## src/rtl/fqrv_pkg.sv

```systemverilog
// Shared types and constants for the ordered queue with remove-by-value.
// Used by fifo_queue_with_remove_by_value_core and the testbench; depends on nothing else.
package fqrv_pkg;

   // Operation codes carried in the request word.
   localparam logic [1:0] OP_ADD    = 2'd0;
   localparam logic [1:0] OP_POP    = 2'd1;
   localparam logic [1:0] OP_REMOVE = 2'd2;
   localparam logic [1:0] OP_NOP    = 2'd3;

   // Fixed field widths of the request and response words.
   localparam int VALUE_W = 32;
   localparam int OCC_W   = 5;

   // One request word: operation and operand.
   typedef struct packed {
      logic [1:0]         op;
      logic [VALUE_W-1:0] value;
   } req_type;

   // One response word.
   typedef struct packed {
      logic [VALUE_W-1:0] out_value;
      logic               out_valid;
      logic               found;
      logic               overflow;
      logic               is_empty;
      logic [OCC_W-1:0]   occupancy;
   } rsp_type;

endpackage

```

## src/rtl/fifo_queue_with_remove_by_value_core.sv

```systemverilog
// Ordered queue of up to DEPTH values with add, pop front and remove-first-match.
// Depends on fqrv_pkg for the request/response word types and operation codes.
//
// Usage:
//   A request word (req_data: op, value) is taken at a rising edge where start is
//   high and busy is low. busy stays high until the response has been shown.
//   Every request gives exactly one response word on rsp_data, valid for the
//   single cycle in which rsp_strobe is high; the receiver cannot hold it off.
//   Entries live in a memory with one write port and one registered read port; one
//   sequencer reuses one equality comparator, one index compare and one cursor register.
//   An add, a no-op or a pop on an empty queue goes straight to the response state.
//   A pop of a nonempty queue reads the front entry, then shifts every later entry
//   forward; a remove scans from the front for the first match and, on a match,
//   shifts the entries behind it forward. Each scan step is a read state then a
//   compare state, and each shift step a read state then a write state, since the
//   memory gives one registered read per step. A new request may be taken in the
//   cycle after the strobe.
//   Reset clears the entry count and the sequencer; memory contents are not
//   cleared, since no entry is read before it has been written.
module fifo_queue_with_remove_by_value_core #(
   parameter int DEPTH = 16,
   parameter int WIDTH = 32
) (
   input  logic              clock,
   input  logic              reset,
   input  logic              start,
   output logic              busy,
   input  fqrv_pkg::req_type req_data,
   output logic              rsp_strobe,
   output fqrv_pkg::rsp_type rsp_data
);

   localparam int IDX_W = (DEPTH > 1) ? $clog2(DEPTH) : 1;
   localparam int CNT_W = $clog2(DEPTH + 1);

   // Sequencer state codes.
   localparam logic [2:0] ST_IDLE     = 3'd0;
   localparam logic [2:0] ST_POP_WAIT = 3'd1;
   localparam logic [2:0] ST_SC_RD    = 3'd2;
   localparam logic [2:0] ST_SC_CMP   = 3'd3;
   localparam logic [2:0] ST_SH_RD    = 3'd4;
   localparam logic [2:0] ST_SH_WR    = 3'd5;
   localparam logic [2:0] ST_RESP     = 3'd6;

   logic [WIDTH-1:0]  entry_mem [DEPTH];
   logic [WIDTH-1:0]  rd_data_ff;

   logic [2:0]        state_ff, state_in;
   logic [CNT_W-1:0]  count_ff, count_in;
   logic [CNT_W-1:0]  cur_ff, cur_in;
   logic [WIDTH-1:0]  val_ff, val_in;
   logic [WIDTH-1:0]  pop_val_ff, pop_val_in;
   logic              valid_ff, valid_in;
   logic              found_ff, found_in;
   logic              over_ff, over_in;

   logic              accept;
   logic [CNT_W-1:0]  cmp_a;
   logic              cur_lt_count;
   logic              val_eq;
   logic [IDX_W-1:0]  rd_addr;
   logic              wr_en;
   logic [IDX_W-1:0]  wr_addr;
   logic [WIDTH-1:0]  wr_data;
   logic [WIDTH-1:0]  req_val;

   assign accept  = start && !busy;
   assign busy    = (state_ff != ST_IDLE);
   assign req_val = WIDTH'(req_data.value);

   // Shared units: one index compare and one value comparator.
   assign cmp_a        = (state_ff == ST_SH_RD) ? (cur_ff + CNT_W'(1)) : cur_ff;
   assign cur_lt_count = (cmp_a < count_ff);
   assign val_eq       = (rd_data_ff == val_ff);

   // Sequencer next-state and datapath control.
   always_comb begin
      state_in   = state_ff;
      count_in   = count_ff;
      cur_in     = cur_ff;
      val_in     = val_ff;
      pop_val_in = pop_val_ff;
      valid_in   = valid_ff;
      found_in   = found_ff;
      over_in    = over_ff;
      rd_addr    = '0;
      wr_en      = 1'b0;
      wr_addr    = cur_ff[IDX_W-1:0];
      wr_data    = rd_data_ff;
      case (state_ff)
         ST_IDLE: begin
            if (accept) begin
               val_in     = req_val;
               pop_val_in = '0;
               valid_in   = 1'b0;
               found_in   = 1'b0;
               over_in    = 1'b0;
               cur_in     = '0;
               state_in   = ST_RESP;
               case (req_data.op)
                  fqrv_pkg::OP_ADD: begin
                     if (count_ff == CNT_W'(DEPTH)) begin
                        over_in = 1'b1;
                     end else begin
                        wr_en    = 1'b1;
                        wr_addr  = count_ff[IDX_W-1:0];
                        wr_data  = req_val;
                        count_in = count_ff + CNT_W'(1);
                     end
                  end
                  fqrv_pkg::OP_POP: begin
                     // Front entry is read at address zero.
                     if (count_ff != '0) begin
                        state_in = ST_POP_WAIT;
                     end
                  end
                  fqrv_pkg::OP_REMOVE: begin
                     state_in = ST_SC_RD;
                  end
                  default: begin
                     state_in = ST_RESP;
                  end
               endcase
            end
         end
         ST_POP_WAIT: begin
            pop_val_in = rd_data_ff;
            valid_in   = 1'b1;
            state_in   = ST_SH_RD;
         end
         ST_SC_RD: begin
            // Read the next candidate, or finish with no match.
            rd_addr = cur_ff[IDX_W-1:0];
            if (cur_lt_count) begin
               state_in = ST_SC_CMP;
            end else begin
               state_in = ST_RESP;
            end
         end
         ST_SC_CMP: begin
            if (val_eq) begin
               found_in = 1'b1;
               state_in = ST_SH_RD;
            end else begin
               cur_in   = cur_ff + CNT_W'(1);
               state_in = ST_SC_RD;
            end
         end
         ST_SH_RD: begin
            // Fetch the entry behind the gap, or close out the shift.
            rd_addr = cmp_a[IDX_W-1:0];
            if (cur_lt_count) begin
               state_in = ST_SH_WR;
            end else begin
               count_in = count_ff - CNT_W'(1);
               state_in = ST_RESP;
            end
         end
         ST_SH_WR: begin
            wr_en    = 1'b1;
            wr_addr  = cur_ff[IDX_W-1:0];
            wr_data  = rd_data_ff;
            cur_in   = cur_ff + CNT_W'(1);
            state_in = ST_SH_RD;
         end
         ST_RESP: begin
            state_in = ST_IDLE;
         end
         default: begin
            state_in = ST_IDLE;
         end
      endcase
   end

   // Entry memory: one write port, one registered read port.
   always_ff @(posedge clock) begin
      if (wr_en) begin
         entry_mem[wr_addr] <= wr_data;
      end
      rd_data_ff <= entry_mem[rd_addr];
   end

   // Control registers.
   always_ff @(posedge clock) begin
      if (reset) begin
         state_ff <= ST_IDLE;
         count_ff <= '0;
      end else begin
         state_ff <= state_in;
         count_ff <= count_in;
      end
   end

   // Working and result registers.
   always_ff @(posedge clock) begin
      cur_ff     <= cur_in;
      val_ff     <= val_in;
      pop_val_ff <= pop_val_in;
      valid_ff   <= valid_in;
      found_ff   <= found_in;
      over_ff    <= over_in;
   end

   // Response word, shown for the one cycle spent in the response state.
   assign rsp_strobe         = (state_ff == ST_RESP);
   assign rsp_data.out_value = fqrv_pkg::VALUE_W'(pop_val_ff);
   assign rsp_data.out_valid = valid_ff;
   assign rsp_data.found     = found_ff;
   assign rsp_data.overflow  = over_ff;
   assign rsp_data.is_empty  = (count_ff == '0);
   assign rsp_data.occupancy = fqrv_pkg::OCC_W'(count_ff);

`ifndef SYNTHESIS
   // The entry count never passes the queue depth.
   a_count_bound: assert property (@(posedge clock) disable iff (reset)
      count_ff <= CNT_W'(DEPTH))
      else $error("entry count exceeds depth");

   // A dropped add only happens on a full queue.
   a_overflow_full: assert property (@(posedge clock) disable iff (reset)
      (rsp_strobe && rsp_data.overflow) |-> (count_ff == CNT_W'(DEPTH)))
      else $error("overflow reported on a queue that is not full");

   // A successful pop or remove leaves one entry fewer than before the request.
   a_shrink: assert property (@(posedge clock) disable iff (reset)
      (state_ff == ST_SH_RD && !cur_lt_count) |=> (count_ff == $past(count_ff) - CNT_W'(1)))
      else $error("shift did not shrink the queue by one");

   // No new request is taken while a response is due.
   a_no_accept_busy: assert property (@(posedge clock) disable iff (reset)
      rsp_strobe |-> !accept)
      else $error("request accepted during response cycle");
`endif

endmodule

```

## config.mk

```make
export PLATFORM = sky130hd
export DESIGN_NAME = fifo_queue_with_remove_by_value_core
export DESIGN_NICKNAME = d
export VERILOG_FILES = /design/src/rtl/fqrv_pkg.sv /design/src/rtl/fifo_queue_with_remove_by_value_core.sv
export SDC_FILE = /design/constraint.sdc
export NUM_CORES = 1
export LEC_CHECK = 0
export CAP_MARGIN = 20
export CORE_MARGIN = 10
export CORE_UTILIZATION = 30
export DETAILED_ROUTE_END_ITERATION = 6
export DONT_BUFFER_PORTS = 1
export RECOVER_POWER = 25
export SYNTH_ARGS = -nofsm -noshare
export SYNTH_HDL_FRONTEND = slang
export SYNTH_SLANG_ARGS = --single-unit
```

## constraint.sdc

```tcl
create_clock -name clock -period 5.2 [get_ports clock]
set_input_delay 1.04 -clock clock [delete_from_list [all_inputs] [get_ports clock]]
set_output_delay 1.04 -clock clock [all_outputs]
set_load 0.02 [all_outputs]
```

Yosys cells after proc, flatten, opt, wreduce, memory -nomap -nowiden
Memory sizes are Yosys's and may differ from the RTL's. A register that Yosys moved wholly into a read port is not among the register bits.
Cells that the tools add are included.
{"block": "totals", "mem_bits_rw": 512, "out_inout_bits": 43, "mem_count": 1, "reg_bits": 80}
{"block": "classes", "n_reduce_logical": 17, "mux": 38, "n_eq_ne": 16, "n_addsub": 3, "magnitude_cmp": 1}
{"memory": "entry_mem", "words": 16, "width": 32, "read_ports": 1, "rd_ports_with_merged_regs": 1, "wr": 1, "line": "fifo_queue_with_remove_by_value_core.sv:45", "source": "logic [WIDTH-1:0] entry_mem [DEPTH];"}
{"op": "32-bit two-way mux", "n": 5}
{"op": "32-bit case mux with 2 select lines", "n": 1}
{"op": "5-bit two-way mux", "n": 7}
{"op": "32-bit == test", "n": 1}
{"op": "4-bit two-way mux", "n": 4}
{"op": "3-bit case mux with 5 select lines", "n": 1}
{"op": "5-bit case mux with 3 select lines", "n": 1}
{"op": "3-bit two-way mux", "n": 4}
{"op": "5-bit by 1-bit adder with 5-bit output (second input constant)", "n": 2}
{"op": "2-bit != test (second input constant)", "n": 5}
{"op": "5-bit case mux with 2 select lines", "n": 1}
{"op": "3-bit == test (second input constant)", "n": 3}
{"op": "1-bit two-way mux", "n": 8}
{"op": "4-bit case mux with 2 select lines", "n": 1}
{"op": "3-bit by 2-bit == test with 1-bit output (second input constant)", "n": 2}
{"op": "1-bit case mux with 2 select lines", "n": 3}
{"op": "3-bit case mux with 2 select lines", "n": 1}
{"op": "3-bit AND reduction", "n": 2}
{"op": "2-bit nonzero test", "n": 3}
{"op": "3-bit nonzero test", "n": 2}
{"op": "5-bit == test (second input constant)", "n": 1}
{"op": "5-bit logical NOT", "n": 1}
{"op": "5-bit < comparator", "n": 1}
{"op": "5-bit AND reduction", "n": 1}
{"op": "13 further kinds", "n": 14}

Logic depth before layout (Yosys ltp)
{"block": "logic_depth", "word_depth": 7, "mapped_depth": 12, "depth_no_buf": 10}

Least setup slack after synthesis
No wires, ideal clock.
{"block": "synth_timing", "path_kind": "in2reg", "from": "input port start", "to": "memory entry_mem[2][0] (enable)", "setup_ps": 421, "path_buffers": 1, "path_stages": 5, "setup_slack_ps": 1157, "arrival_ps": 3622, "cell_sequence": "or4b_4 a211oi_4 buf_6 a31oi_1 nor2_1"}
{"block": "synth_between", "elab_chain_len": 5, "word_cells_on_any_way": 7}
{"element": "from (decl)", "line": "fifo_queue_with_remove_by_value_core.sv:26", "source": "input logic start,"}
{"element": "1-bit logical AND *", "line": "fifo_queue_with_remove_by_value_core.sv:67", "source": "assign accept = start && !busy;"}
{"element": "1-bit two-way mux", "line": "fifo_queue_with_remove_by_value_core.sv:92", "source": "if (accept) begin"}
{"element": "1-bit case mux with 2 select lines", "line": "fifo_queue_with_remove_by_value_core.sv:90", "source": "case (state_ff)"}
{"element": "1-bit two-way mux", "line": "fifo_queue_with_remove_by_value_core.sv:177", "source": "if (wr_en) begin"}
{"element": "1-bit two-way mux (not written as such)", "line": "fifo_queue_with_remove_by_value_core.sv:178", "source": "entry_mem[wr_addr] <= wr_data;"}
{"element": "to (decl)", "line": "fifo_queue_with_remove_by_value_core.sv:45"}
Mark *: on every way between the ends. The rest lies on a longest branch, timed or not.

Final worst setup path
{"block": "layout_timing", "from": "register state_ff[2]", "to": "memory entry_mem[0][10] (enable)"}
{"block": "layout_between", "elab_chain_len": 7, "word_cells_on_any_way": 11}
{"element": "from (decl)", "line": "fifo_queue_with_remove_by_value_core.sv:48", "source": "logic [2:0] state_ff, state_in;"}
{"element": "from (signal assigned)", "line": "fifo_queue_with_remove_by_value_core.sv:189", "source": "state_ff <= state_in;"}
{"element": "3-bit nonzero test", "line": "fifo_queue_with_remove_by_value_core.sv:68", "source": "assign busy = (state_ff != ST_IDLE);"}
{"element": "1-bit logical NOT", "line": "fifo_queue_with_remove_by_value_core.sv:67"}
{"element": "1-bit logical AND", "line": "fifo_queue_with_remove_by_value_core.sv:67"}
{"element": "1-bit two-way mux", "line": "fifo_queue_with_remove_by_value_core.sv:92"}
{"element": "1-bit case mux with 2 select lines", "line": "fifo_queue_with_remove_by_value_core.sv:90"}
{"element": "1-bit two-way mux", "line": "fifo_queue_with_remove_by_value_core.sv:177"}
{"element": "1-bit two-way mux (not written as such)", "line": "fifo_queue_with_remove_by_value_core.sv:178"}
Parallel ways exist; a longest one is shown, timed or not.

==> impl_metrics.tcl <==
set metrics [dict create \
    status "complete, but fails checks" \
    violations "max-capacitance violations, max-slew violations" \
    fin_crit_sh 0.831 \
    synth_area_leaders "edfxtp_1 (71%), mux4_2 (12%), mux2i_1 (4.0%)" \
    whs_ns 0.530 \
    dp_slack_ns 1.46 \
    antenna_found_initial 3 \
    core-area_um2 80800 \
    instances_no_fill 2320 \
    synth_seq_area_share 0.747 \
    finalMaxSlewViolations 163 \
    num_vias 11100 \
    track_usage 0.114 \
    rows 104 \
    p_switching_mw 5.21 \
    powerDensity_nw_per_um2 594 \
    cts_setup_buffers 0 \
    synth_simple_gate_area_frac 0.0263 \
    overflow 0 \
    syn_inst 1170 \
    crit_arrival_ns 4.53 \
    finalHoldViolations 0 \
    swShare 0.314 \
    syn_nets 1219 \
    numCtsBuffers 66 \
    fill_cells 7406 \
    fin_tns_setup_ns 0 \
    die_w_um 306 \
    synth_xor_xnor_area_share 0.0146 \
    path_clk_slew_ns 0.07 \
    cts_sinks 624 \
    ys.warnings.count 0 \
    cts_tree "done" \
    setup_viol 0 \
    postRouteAntennaNets 0 \
    p_total_mw 16.6 \
    p_int_mw 11.4 \
    fin_crit_ns 4.32 \
    path_buf_inv 2 \
    worst_slew_pin_slew_ns 2.86 \
    final_common_cell "edfxtp_1" \
    dp.cells 2201 \
    crit_type "reg2reg" \
    grt_pass1_vias 11500 \
    cp_top_family "buffers and inverters" \
    relSlewSlack -0.905 \
    hp-class "in2reg" \
    holdBufCountCts 0 \
    synth_top_cell_area_share 0.715 \
    ctsResizeCount 0 \
    pwr-share-comb 0.286 \
    drt_iter0_drc 963 \
    clockBufferDepth 3 \
    cts_root_buf "clkbuf_16" \
    critical_path.slowest_cell "clkbuf_1" \
    drc 0 \
    gp_congestion 0.725 \
    start_kind "register" \
    final_cell_mix "edfxtp_1 (584), mux4_2 (128), mux2i_1 (97)" \
    fmax_mhz 232 \
    fin_ws_ns 0.881 \
    clk_latency_ns 0.59 \
    clkPwrFrac 0.272 \
    max_cap_violations 2 \
    io_buffers 0 \
    vdd_drop_max_v 0.000382 \
    rsz0062_at_grt "no" \
    routedWlPerCell_um 23.3 \
    die_height_um 306 \
    synth_top_family_by_area "multiplexers" \
    syn2layout_area_growth_pct 13.9 \
    avgSynthCellArea_um2 21.0 \
    muxShareOfSynthArea 0.174 \
    fin_nets 1259 \
    synth_compound_gate_area_share 0.0133 \
    crit_path_end_kind "register" \
    yosys_register_bits 624 \
    leakage_nw 8.84 \
    syn_area_um2 24500 \
    min_delay_path_depth 1 \
    drt_wl_total_mm 54.0 \
    skew_ns 0.0161 \
    seqPwrFrac 0.442 \
    grt_start_max_net_pins 129 \
    start_util 0.304 \
    drive_above_1_share 0.242 \
    synth-adder-area-share 0.00643 \
    crit_required_ns 5.41 \
    synth.distinct_cells 50 \
    die_area_um2 93600 \
    grt_first_pass_wirelength_mm 79.7 \
    path_cells "or4b_1 -> a211oi_4 -> clkbuf_1 -> a32oi_1 -> nor2_4 -> buf_4" \
    cp.depth 6 \
    io_pins 80 \
    htree_num_levels 3 \
    n_antenna_cell 0 \
    cp_max_fo 32 \
    viasPerCell 4.78 \
    post-synth-top-area-cell "edfxtp_1" \
    dp_hpwl_mm 31.7 \
    max_stage_delay_ns 0.94 \
    dr.pass1.iters 5 \
    rr_worst_depth 6 \
]
## cell type report
| class | count | area (µm²) | share of cell area |
|---|---|---|---|
| inverters | 14 | 52.6 | 0.00188 |
| flip-flops and latches | 624 | 18300 | 0.656 |
| well taps | 1060 | 1330 | 0.0475 |
| clock buffers | 87 | 1810 | 0.0649 |
| clock inverters | 31 | 272 | 0.00972 |
| repair buffers | 30 | 260 | 0.00931 |
| multi-input cells | 474 | 5880 | 0.211 |
## stage by stage
step	util	instance area (µm²)
6_report	0.346	27900
5_1_grt	0.346	27900
4_1_cts	0.346	28000
3_5_place_dp	0.320	25900
3_3_place_gp	0.320	25900
2_1_floorplan	-	24500
## worst register-to-register path: stages (launching register included)
cell and delay (ns):
dfxtp_1 0.56, or4b_1 0.75, a211oi_4 0.30, clkbuf_1 0.94, a32oi_1 0.64, nor2_4 0.22
buf_4 0.53
## power by group through the flow
stage	clock, mW	sequential, mW	combinational, mW
finish	4.52	7.34	4.75
global route	4.82	7.41	5.16
CTS	4.62	7.36	4.83
detailed placement	0	7.45	4.81
global placement	0	7.45	4.71
floorplan	0	7.18	3.56
## cells by family after synthesis
kind of cell / Yosys count
xor gates and xnor gates: 41
and+or+nand+nor: 121
muxes: 261
buffers and inverters: 72
AOI/OAI and AO/OA: 39
DFF: 624
adders and majority gates: 12
## Yosys cell counts, drive strengths merged
| master | instances |
|---|---|
| mux2i | 97 |
| a2111oi | 1 |
| nand2 | 12 |
| o2bb2ai | 1 |
| inv | 14 |
| a32oi | 2 |
| fa | 1 |
| a311oi | 1 |
| nand3b | 2 |
| a21oi | 9 |
| nor4 | 2 |
| mux2 | 36 |
| buf | 50 |
| or4b | 1 |
| a211oi | 5 |
| or3 | 1 |
| xnor2 | 38 |
| nand4 | 11 |
| a211o | 1 |
| nor2 | 38 |
| nand2b | 4 |
| a32o | 1 |
| nand3 | 5 |
| clkbuf | 8 |
| and2 | 33 |
| o31ai | 1 |
| a21boi | 1 |
| a21o | 3 |
| xor2 | 3 |
| nor2b | 2 |
| edfxtp | 584 |
| a31oi | 8 |
| and3b | 1 |
| o32a | 1 |
| nor3b | 5 |
| or3b | 1 |
| mux4 | 128 |
| o32ai | 1 |
| nor3 | 3 |
| ha | 11 |
| dfxtp | 40 |
| o21ai | 3 |
## sequential cells by signal (all words and copies together) (netlist names)
register	cells
state_ff	3
pop_val_ff	32
rd_data_ff	32
entry_mem	512
val_ff	32
over_ff	1
cur_ff	5
count_ff	5
found_ff	1
valid_ff	1
## routing by layer
metal | track usage | routed length (µm) | vias up | share of wire
met5 | 0 | 32 | - | 0.00059
met4 | 0.0253 | 846 | 4 | 0.016
met3 | 0.0369 | 3880 | 69 | 0.072
met2 | 0.181 | 25600 | 277 | 0.47
met1 | 0.151 | 23700 | 5883 | 0.44
li1 | - | - | 4845 | -
## path summary, 6_finish.rpt
path                                    start  slack (ns)                to
worst min register to register  rd_data_ff[1]        0.58     pop_val_ff[1]
worst max register to register    state_ff[2]        0.88  entry_mem[0][10]
worst max-delay path              state_ff[2]        0.88  entry_mem[0][10]
worst min-delay path                    reset        0.53       count_ff[2]
Note: power is estimated with default switching activity, not from simulation.
